--- src/rtl/agcm_pkg.sv ---
`timescale 1ns / 1ps
package agcm_pkg;

  localparam int unsigned NumRounds  = 14;
  localparam int unsigned NumRkWords = 30;
  localparam logic [7:0]  GhashPoly  = 8'he1;

  typedef enum logic [1:0] {
    CMD_START  = 2'd0,
    CMD_AAD    = 2'd1,
    CMD_DATA   = 2'd2,
    CMD_FINISH = 2'd3
  } cmd_e;

  typedef enum logic [1:0] {
    ST_OK    = 2'd0,
    ST_TAG   = 2'd1,
    ST_ORDER = 2'd2,
    ST_OVF   = 2'd3
  } status_e;

  typedef enum logic [1:0] {
    PH_IDLE = 2'd0,
    PH_AAD  = 2'd1,
    PH_DATA = 2'd2,
    PH_DONE = 2'd3
  } phase_e;

  typedef enum logic [2:0] {
    CFG_KEY0   = 3'd0,
    CFG_KEY1   = 3'd1,
    CFG_KEY2   = 3'd2,
    CFG_KEY3   = 3'd3,
    CFG_NONCEH = 3'd4,
    CFG_NONCEL = 3'd5,
    CFG_DECRYPT = 3'd6
  } cfg_idx_e;

  typedef enum logic [3:0] {
    S_IDLE,
    S_KEXP,
    S_AES_H,
    S_AES_J0,
    S_AES_CTR,
    S_GHASH,
    S_DONE
  } state_e;

  typedef struct packed {
    logic [1:0]  cmd;
    logic [63:0] block_high;
    logic [63:0] block_low;
    logic [4:0]  valid_bytes;
  } in_t;

  typedef struct packed {
    logic [63:0] out_high;
    logic [63:0] out_low;
    logic [1:0]  status;
  } out_t;

  // control from the sequencer to the aes round unit
  typedef struct packed {
    logic start;
    logic [127:0] block;
  } aes_ctl_t;

  function automatic logic [7:0] sbox(input logic [7:0] a);
    logic [7:0] t [256];
    t = '{
      8'h63,8'h7c,8'h77,8'h7b,8'hf2,8'h6b,8'h6f,8'hc5,8'h30,8'h01,8'h67,8'h2b,8'hfe,8'hd7,8'hab,8'h76,
      8'hca,8'h82,8'hc9,8'h7d,8'hfa,8'h59,8'h47,8'hf0,8'had,8'hd4,8'ha2,8'haf,8'h9c,8'ha4,8'h72,8'hc0,
      8'hb7,8'hfd,8'h93,8'h26,8'h36,8'h3f,8'hf7,8'hcc,8'h34,8'ha5,8'he5,8'hf1,8'h71,8'hd8,8'h31,8'h15,
      8'h04,8'hc7,8'h23,8'hc3,8'h18,8'h96,8'h05,8'h9a,8'h07,8'h12,8'h80,8'he2,8'heb,8'h27,8'hb2,8'h75,
      8'h09,8'h83,8'h2c,8'h1a,8'h1b,8'h6e,8'h5a,8'ha0,8'h52,8'h3b,8'hd6,8'hb3,8'h29,8'he3,8'h2f,8'h84,
      8'h53,8'hd1,8'h00,8'hed,8'h20,8'hfc,8'hb1,8'h5b,8'h6a,8'hcb,8'hbe,8'h39,8'h4a,8'h4c,8'h58,8'hcf,
      8'hd0,8'hef,8'haa,8'hfb,8'h43,8'h4d,8'h33,8'h85,8'h45,8'hf9,8'h02,8'h7f,8'h50,8'h3c,8'h9f,8'ha8,
      8'h51,8'ha3,8'h40,8'h8f,8'h92,8'h9d,8'h38,8'hf5,8'hbc,8'hb6,8'hda,8'h21,8'h10,8'hff,8'hf3,8'hd2,
      8'hcd,8'h0c,8'h13,8'hec,8'h5f,8'h97,8'h44,8'h17,8'hc4,8'ha7,8'h7e,8'h3d,8'h64,8'h5d,8'h19,8'h73,
      8'h60,8'h81,8'h4f,8'hdc,8'h22,8'h2a,8'h90,8'h88,8'h46,8'hee,8'hb8,8'h14,8'hde,8'h5e,8'h0b,8'hdb,
      8'he0,8'h32,8'h3a,8'h0a,8'h49,8'h06,8'h24,8'h5c,8'hc2,8'hd3,8'hac,8'h62,8'h91,8'h95,8'he4,8'h79,
      8'he7,8'hc8,8'h37,8'h6d,8'h8d,8'hd5,8'h4e,8'ha9,8'h6c,8'h56,8'hf4,8'hea,8'h65,8'h7a,8'hae,8'h08,
      8'hba,8'h78,8'h25,8'h2e,8'h1c,8'ha6,8'hb4,8'hc6,8'he8,8'hdd,8'h74,8'h1f,8'h4b,8'hbd,8'h8b,8'h8a,
      8'h70,8'h3e,8'hb5,8'h66,8'h48,8'h03,8'hf6,8'h0e,8'h61,8'h35,8'h57,8'hb9,8'h86,8'hc1,8'h1d,8'h9e,
      8'he1,8'hf8,8'h98,8'h11,8'h69,8'hd9,8'h8e,8'h94,8'h9b,8'h1e,8'h87,8'he9,8'hce,8'h55,8'h28,8'hdf,
      8'h8c,8'ha1,8'h89,8'h0d,8'hbf,8'he6,8'h42,8'h68,8'h41,8'h99,8'h2d,8'h0f,8'hb0,8'h54,8'hbb,8'h16
    };
    return t[a];
  endfunction

  function automatic logic [7:0] xtime(input logic [7:0] b);
    return b[7] ? ({b[6:0], 1'b0} ^ 8'h1b) : {b[6:0], 1'b0};
  endfunction

  function automatic logic [31:0] sub_word(input logic [31:0] w);
    return {sbox(w[31:24]), sbox(w[23:16]), sbox(w[15:8]), sbox(w[7:0])};
  endfunction

  // leading-bytes mask over 128 bits, byte 0 at the top
  function automatic logic [127:0] byte_mask(input logic [4:0] v);
    logic [127:0] m;
    for (int i = 0; i < 16; i++) begin
      m[127 - 8*i -: 8] = (5'(i) < v) ? 8'hff : 8'h00;
    end
    return m;
  endfunction

endpackage

--- src/rtl/agcm_ghash.sv ---
`timescale 1ns / 1ps
// gf(2^128) multiply, eight bits of x per cycle
module agcm_ghash (
  input  logic          clk_i,
  input  logic          rst_ni,
  input  logic          start_i,
  input  logic [127:0]  x_i,
  input  logic [127:0]  h_i,
  output logic          done_o,
  output logic [127:0]  z_o
);
  import agcm_pkg::*;

  logic [127:0] x_q, x_d, z_q, z_d, v_q, v_d;
  logic [3:0]   cnt_q, cnt_d;
  logic         busy_q, busy_d, done_q, done_d;

  always_comb begin
    logic [127:0] z, v;
    x_d    = x_q;
    z_d    = z_q;
    v_d    = v_q;
    cnt_d  = cnt_q;
    busy_d = busy_q;
    done_d = 1'b0;
    z      = z_q;
    v      = v_q;
    if (start_i) begin
      x_d    = x_i;
      z_d    = '0;
      v_d    = h_i;
      cnt_d  = '0;
      busy_d = 1'b1;
    end else if (busy_q) begin
      for (int i = 0; i < 8; i++) begin
        if (x_q[127 - i]) begin
          z = z ^ v;
        end
        v = v[0] ? ({1'b0, v[127:1]} ^ {GhashPoly, 120'd0}) : {1'b0, v[127:1]};
      end
      z_d   = z;
      v_d   = v;
      x_d   = {x_q[119:0], 8'd0};
      cnt_d = cnt_q + 4'd1;
      if (cnt_q == 4'd15) begin
        busy_d = 1'b0;
        done_d = 1'b1;
      end
    end
  end

  always_ff @(posedge clk_i or negedge rst_ni) begin
    if (!rst_ni) begin
      cnt_q  <= '0;
      busy_q <= 1'b0;
      done_q <= 1'b0;
    end else begin
      cnt_q  <= cnt_d;
      busy_q <= busy_d;
      done_q <= done_d;
    end
  end

  always_ff @(posedge clk_i) begin
    x_q <= x_d;
    z_q <= z_d;
    v_q <= v_d;
  end

  assign done_o = done_q;
  assign z_o    = z_q;

  a_done_idle: assert property (@(posedge clk_i) disable iff (!rst_ni)
    done_q |-> !busy_q) else $error("ghash done while busy");
  a_start_idle: assert property (@(posedge clk_i) disable iff (!rst_ni)
    start_i |-> !busy_q) else $error("ghash start while busy");
  a_done_count: assert property (@(posedge clk_i) disable iff (!rst_ni)
    done_q |-> cnt_q == 4'd0) else $error("ghash count out of step");

endmodule

--- config.mk ---
export PLATFORM = sky130hd
export DESIGN_NAME = agcm_ghash
export DESIGN_NICKNAME = d
export VERILOG_FILES = /design/src/rtl/agcm_pkg.sv /design/src/rtl/agcm_ghash.sv
export SDC_FILE = /design/constraint.sdc
export NUM_CORES = 1
export LEC_CHECK = 0
export BUFFER_PORTS_ARGS = -buffer_cell sky130_fd_sc_hd__buf_2
export CAP_MARGIN = 20
export CORE_MARGIN = 5
export CORE_UTILIZATION = 60
export CTS_BUF_LIST = sky130_fd_sc_hd__clkbuf_16
export CTS_CLUSTER_DIAMETER = 50
export CTS_CLUSTER_SIZE = 40
export DETAILED_ROUTE_END_ITERATION = 8
export PLACE_DENSITY = 0.94
export REMOVE_ABC_BUFFERS = 1
export SLEW_MARGIN = 40
export SYNTH_ARGS = -nofsm -noshare
export SYNTH_HDL_FRONTEND = slang
export SYNTH_SLANG_ARGS = --single-unit
--- constraint.sdc ---
create_clock -name clk_i -period 6.1 [get_ports clk_i]
set_input_delay 1.22 -clock clk_i [delete_from_list [all_inputs] [get_ports clk_i]]
set_output_delay 1.22 -clock clk_i [all_outputs]
set_load 0.02 [all_outputs]
# Word level (Yosys, flattened, before mapping)
# Index checks and enable logic that the tools add are counted.
classes:
  muxes: 42
  n_eq_ne: 1
  order_cmp: 0
  shifts: 0
  n_reduce_logical: 1
  n_div: 0
  multipliers: 0
  add_sub_neg: 1
  n_bitwise: 16
ops:
  columns: ["cell", "n"]
  rows:
  - ["128-bit 2-to-1 mux", 34]
  - ["128-bit XOR", 8]
  - ["3-bit NOT with 4-bit output", 8]
  - ["4-bit 2-to-1 mux", 2]
  - ["1-bit 2-to-1 mux", 6]
  - ["4-bit by 1-bit adder with 4-bit output, second input constant", 1]
  - ["4-bit equality test, second input constant", 1]
  - ["2-bit nonzero test", 1]
word_totals:
  out_inout_bits: 129
  mem_count: 0
  ff_bits: 390
  mem_bits_ro: 0
  ram_bits: 0
  input_bits: 259
  latch_bits: 0

# Longest topological paths before layout
logic_depth:
  depth_word: 30
  depth_mapped: 9
  depth_no_buf: 6

# Worst setup path before layout
# Ideal clock, no wire load.
synth_path:
  kind: "input-to-reg"
  startpoint: "in start_i"
  endpoint: "reg v_q[0] (enable)"
  t_arrival_ns: 5.126
  t_required_ns: 5.589
  n_path_buf: 3
  stages: 4
  setup_ns: 0.511
  path_slack_ns: 0.463
  cell_sequence: "clkbuf_1 clkbuf_1 clkbuf_1 or2_2"
synth_via:
  elab_chain_len: 1
synth_lines:
  columns: ["item", "line", "text"]
  rows:
  - ["start, declared", "agcm_ghash.sv:6", "input logic start_i,"]
  - ["2-bit nonzero test (no source line)", null, null]
  - ["end signal, assigned", "agcm_ghash.sv:67", "v_q <= v_d;"]
  - ["end, declared", "agcm_ghash.sv:14", "logic [127:0] x_q, x_d, z_q, z_d, v_q, v_d;"]
# No other way between the ends.
# A chain may end at the register's enable or synchronous reset.

# Worst setup path after layout
layout_path:
  startpoint: "reg x_q[125]"
  endpoint: "reg z_q[122] (netlist: z_o[122])"
layout_via:
  elab_chain_len: 21
layout_lines:
  columns: ["item", "line", "text"]
  rows:
  - ["start, declared", "agcm_ghash.sv:14", null]
  - ["start signal, assigned", "agcm_ghash.sv:65", "x_q <= x_d;"]
  - ["128-bit 2-to-1 mux *", "agcm_ghash.sv:36", "if (x_q[127 - i]) begin"]
  - ["128-bit 2-to-1 mux *", "agcm_ghash.sv:34", "end else if (busy_q) begin"]
  - ["128-bit 2-to-1 mux *", "agcm_ghash.sv:28", "if (start_i) begin"]
  - ["128-bit XOR", "agcm_ghash.sv:37", "z = z ^ v;"]
  - ["128-bit 2-to-1 mux *", "agcm_ghash.sv:36", null]
  - ["128-bit 2-to-1 mux *", "agcm_ghash.sv:34", null]
  - ["128-bit 2-to-1 mux *", "agcm_ghash.sv:28", null]
  - ["128-bit XOR", "agcm_ghash.sv:37", null]
  - ["(+5 left out)", null, null]
  - ["128-bit 2-to-1 mux *", "agcm_ghash.sv:34", null]
  - ["128-bit 2-to-1 mux *", "agcm_ghash.sv:28", null]
  - ["128-bit XOR", "agcm_ghash.sv:37", null]
  - ["128-bit 2-to-1 mux *", "agcm_ghash.sv:36", null]
  - ["128-bit 2-to-1 mux *", "agcm_ghash.sv:34", null]
  - ["128-bit 2-to-1 mux *", "agcm_ghash.sv:28", null]
  - ["128-bit XOR", "agcm_ghash.sv:37", null]
  - ["128-bit 2-to-1 mux *", "agcm_ghash.sv:36", null]
  - ["end signal, assigned", "agcm_ghash.sv:66", "z_q <= z_d;"]
  - ["end, declared", "agcm_ghash.sv:14", null]
# Mark *: on every way between the ends. The rest lies on a longest branch, timed or not. The select of a mux whose other input is x is not followed.

==> results.json <==
{
  "nets": 3735,
  "dpl.hpwl_mm": 51.3,
  "yosysTopAreaCell": "edfxtp_1",
  "grt_max_degree": 165,
  "drc_errors": 0,
  "rows": 80,
  "worstSetupPathType": "reg2reg",
  "wl_mm": 81.2,
  "netlist_area_sq_um": 29100,
  "clkTransAtPathRegs_ns": 0.09,
  "ys_warn_count": 0,
  "netlist-cell-type-count": 43,
  "p_sw_w": 0.00494,
  "min_period_ns": 3.09,
  "first_global_vias": 23100,
  "yosys-top-cells-area": "edfxtp_1, xnor2_1, nand2_1",
  "cp-startpoint": "x_q[125]",
  "endpoint_kind": "flop",
  "crit_required_ns": 6.59,
  "r2r_slack_ns": 3.01,
  "slew_headroom_pct": 40.0,
  "cts_htree_levels": 2,
  "avgSynthCellArea_sq_um": 8.73,
  "hold_violations": 0,
  "drv_slew": 0,
  "clkSinkCount": 390,
  "fp.dieH_um": 230,
  "irDropWorstVdd_mv": 0.305,
  "dieArea_sq_um": 53000,
  "ys_seq_elements": 390,
  "p_int_w": 0.00756,
  "power.leakage_nw": 13.0,
  "setup_tns_ns": 0,
  "post_drt_wl_per_cell_um": 19.6,
  "max_freq_ghz": 0.323,
  "cellPowerDensity_nw_per_um2": 386,
  "post-cts-setup-buffers": 0,
  "rsz0062_at_grt": "no",
  "reg2reg_from": "x_q[125]",
  "drtAntennaViolNets": 0,
  "fin_crit_sh_pct": 50.7,
  "hold_path.class": "in2async",
  "die_x_um": 230,
  "grtUsageTotal_pct": 29.0,
  "start_util_pct": 60.9,
  "reg2reg_depth": 7,
  "path_max_fanout": 56,
  "async_flop_share_pct": 1.54,
  "status": "finished, final reports clean",
  "clock_path_buffers": 3,
  "area_growth_pct": 11.2,
  "via_per_inst": 5.93,
  "ys_seq_area_share_pct": 35.7,
  "pin_count": 388,
  "routabilityCongestion": 0.874,
  "fin_ws_ns": 3.01,
  "clk_latency_ns": 0.59,
  "grt_pass1_wl_mm": 126,
  "cp-start-kind": "flop",
  "power_frac_comb_pct": 45.6,
  "fin_worst_skew_ns": 0.0463,
  "gr-total-overflow": 0,
  "syn_inst": 3336,
  "final_layout_size_suffix_gt1_share_pct": 21.0,
  "cap_violations": 0,
  "portBuffers": 387,
  "r2r_end": "z_o[122]",
  "place_ws_ns": 3.07,
  "p_sw_share_pct": 39.5,
  "cts_tree": "done",
  "dr.pass1.iters": 6,
  "hold_buffers": 0,
  "coreArea_sq_um": 47800,
  "cts_resized": 0,
  "setup_violations": 0,
  "synth_edf_count": 256,
  "pwr-share-seq_pct": 32.3,
  "synth_top_area_share_pct": 26.4,
  "critPathCapture": "z_o[122]",
  "vias": 24500,
  "worstMarginPinSlew_ns": 0.901,
  "drt_iter0_markers": 3503,
  "whs_ns": 0.443,
  "clkPwrFrac_pct": 22.1,
  "cts_buffers": 41,
  "synthFlopType": "edfxtp_1",
  "root_buffer": "clkbuf_16",
  "worst_ep_arrival_time_ns": 3.58,
  "grt_antenna_before_repair": 11
}
-- power by group through the flow --
stage / sequential, W / clock (W) / combinational [W]
finish: 0.00404 / 0.00277 / 0.00570
global route: 0.00409 / 0.00291 / 0.00614
CTS: 0.00401 / 0.00280 / 0.00567
detailed placement: 0.00405 / 0 / 0.00558
global placement: 0.00401 / 0 / 0.00535
floorplan: 0.00440 / 0 / 0.00380
-- placed cells by master, fill, tap and decap left out, types with 7 or more instances in the layout --
cell,count
buf_2,386
dfxtp_1,128
xor2_1,252
buf_4,9
nand3_1,7
clkinv_8,8
edfxtp_1,256
a21oi_1,128
xnor3_1,16
mux2i_1,8
clkbuf_16,42
nor2_1,21
mux2_2,242
o21ai_0,124
buf_12,8
or3_1,115
xnor2_1,636
and2_1,9
diode_2,11
nand2_1,1017
inv_1,9
-- worst max-delay path, stage by stage, from the launching register on --
cell	delay (ns)
edfxtp_1	0.94
buf_4	0.69
nand2_1	0.17
xnor2_1	0.22
xnor2_1	0.16
xnor3_1	0.34
xnor2_1	0.14
a211oi_1	0.27
-- per-layer routing --
layer | vias to the layer above | track usage [%] | share of wire, % | wire (um)
met5 | - | 0 | 0 | 0
met4 | 0 | 12.0 | 4.9 | 3990
met3 | 314 | 5.75 | 9.6 | 7830
met2 | 1516 | 49.3 | 49 | 39700
met1 | 11700 | 36.4 | 37 | 29700
li1 | 11000 | - | - | -
-- stage by stage --
| stage | cells | cell area (sq um) | power [W] | util [%] |
|---|---|---|---|---|
| 4_1_cts | 4120 | 32300 | 0.0125 | 67.5 |
| 5_1_grt | 4133 | 32400 | 0.0131 | 67.6 |
| 3_3_place_gp | 4043 | 30700 | 0.00937 | 64.2 |
| 6_report | 4133 | 32400 | 0.0125 | 67.6 |
| 2_1_floorplan | 3021 | 27800 | 0.00820 | - |
| 3_5_place_dp | 4045 | 30800 | 0.00963 | 64.3 |
-- cells by family after synthesis --
group,Yosys count,synth area share (%)
adder cells (fa/ha/maj),1,0.0430
AO/OA/AOI/OAI,276,5.01
flip-flops,390,35.7
buffers and inverters,322,4.69
AND/OR/NAND/NOR,1187,16.5
multiplexers,250,9.63
XOR/XNOR,910,28.4
-- synthesized netlist by cell type, drive strengths merged (2+ instances only) --
cell type,count
xor3,3
buf,119
a221oi,2
a31o,2
nor2,21
mux2,242
or3,115
dfrtp,6
nand2,1017
a211oi,5
nor3,4
xnor2,636
nor4,2
mux2i,8
a21oi,128
nand2b,4
nand3,7
inv,7
xnor3,16
xor2,255
or2,4
o211ai,2
dfxtp,128
and2,9
a211o,2
o221ai,5
o21ai,124
edfxtp,256
o22ai,3
clkbuf,196
-- flip-flops by register name, indices dropped and copies added, names as in the netlist --
signal  count
cnt_q       4
v_q       128
z_o       128
x_q       128
done_o      1
busy_q      1
-- final cells by class --
class	instances	area (sq um)
multi-input combinational	2624	17400
fill	3406	15500
sequential	390	10400
timing repair buffer	411	2270
clock buffer	42	1050
tap	615	769
clock inverter	33	462
inverter	7	31.3
antenna	11	27.5
-- how the worst min path moves through the flow --
stage	from	end	slack [ns]	depth (start not counted)
global route	rst_ni	done_o	0.43	1
floorplan	cnt_q[3]	cnt_q[3]	0.51	2
global placement	z_o[72]	z_o[72]	0.46	2
CTS	rst_ni	cnt_q[2]	0.42	1
detailed placement	z_o[40]	z_o[40]	0.47	2
finish	rst_ni	busy_q	0.44	1
(Power assumes the default switching activity.)
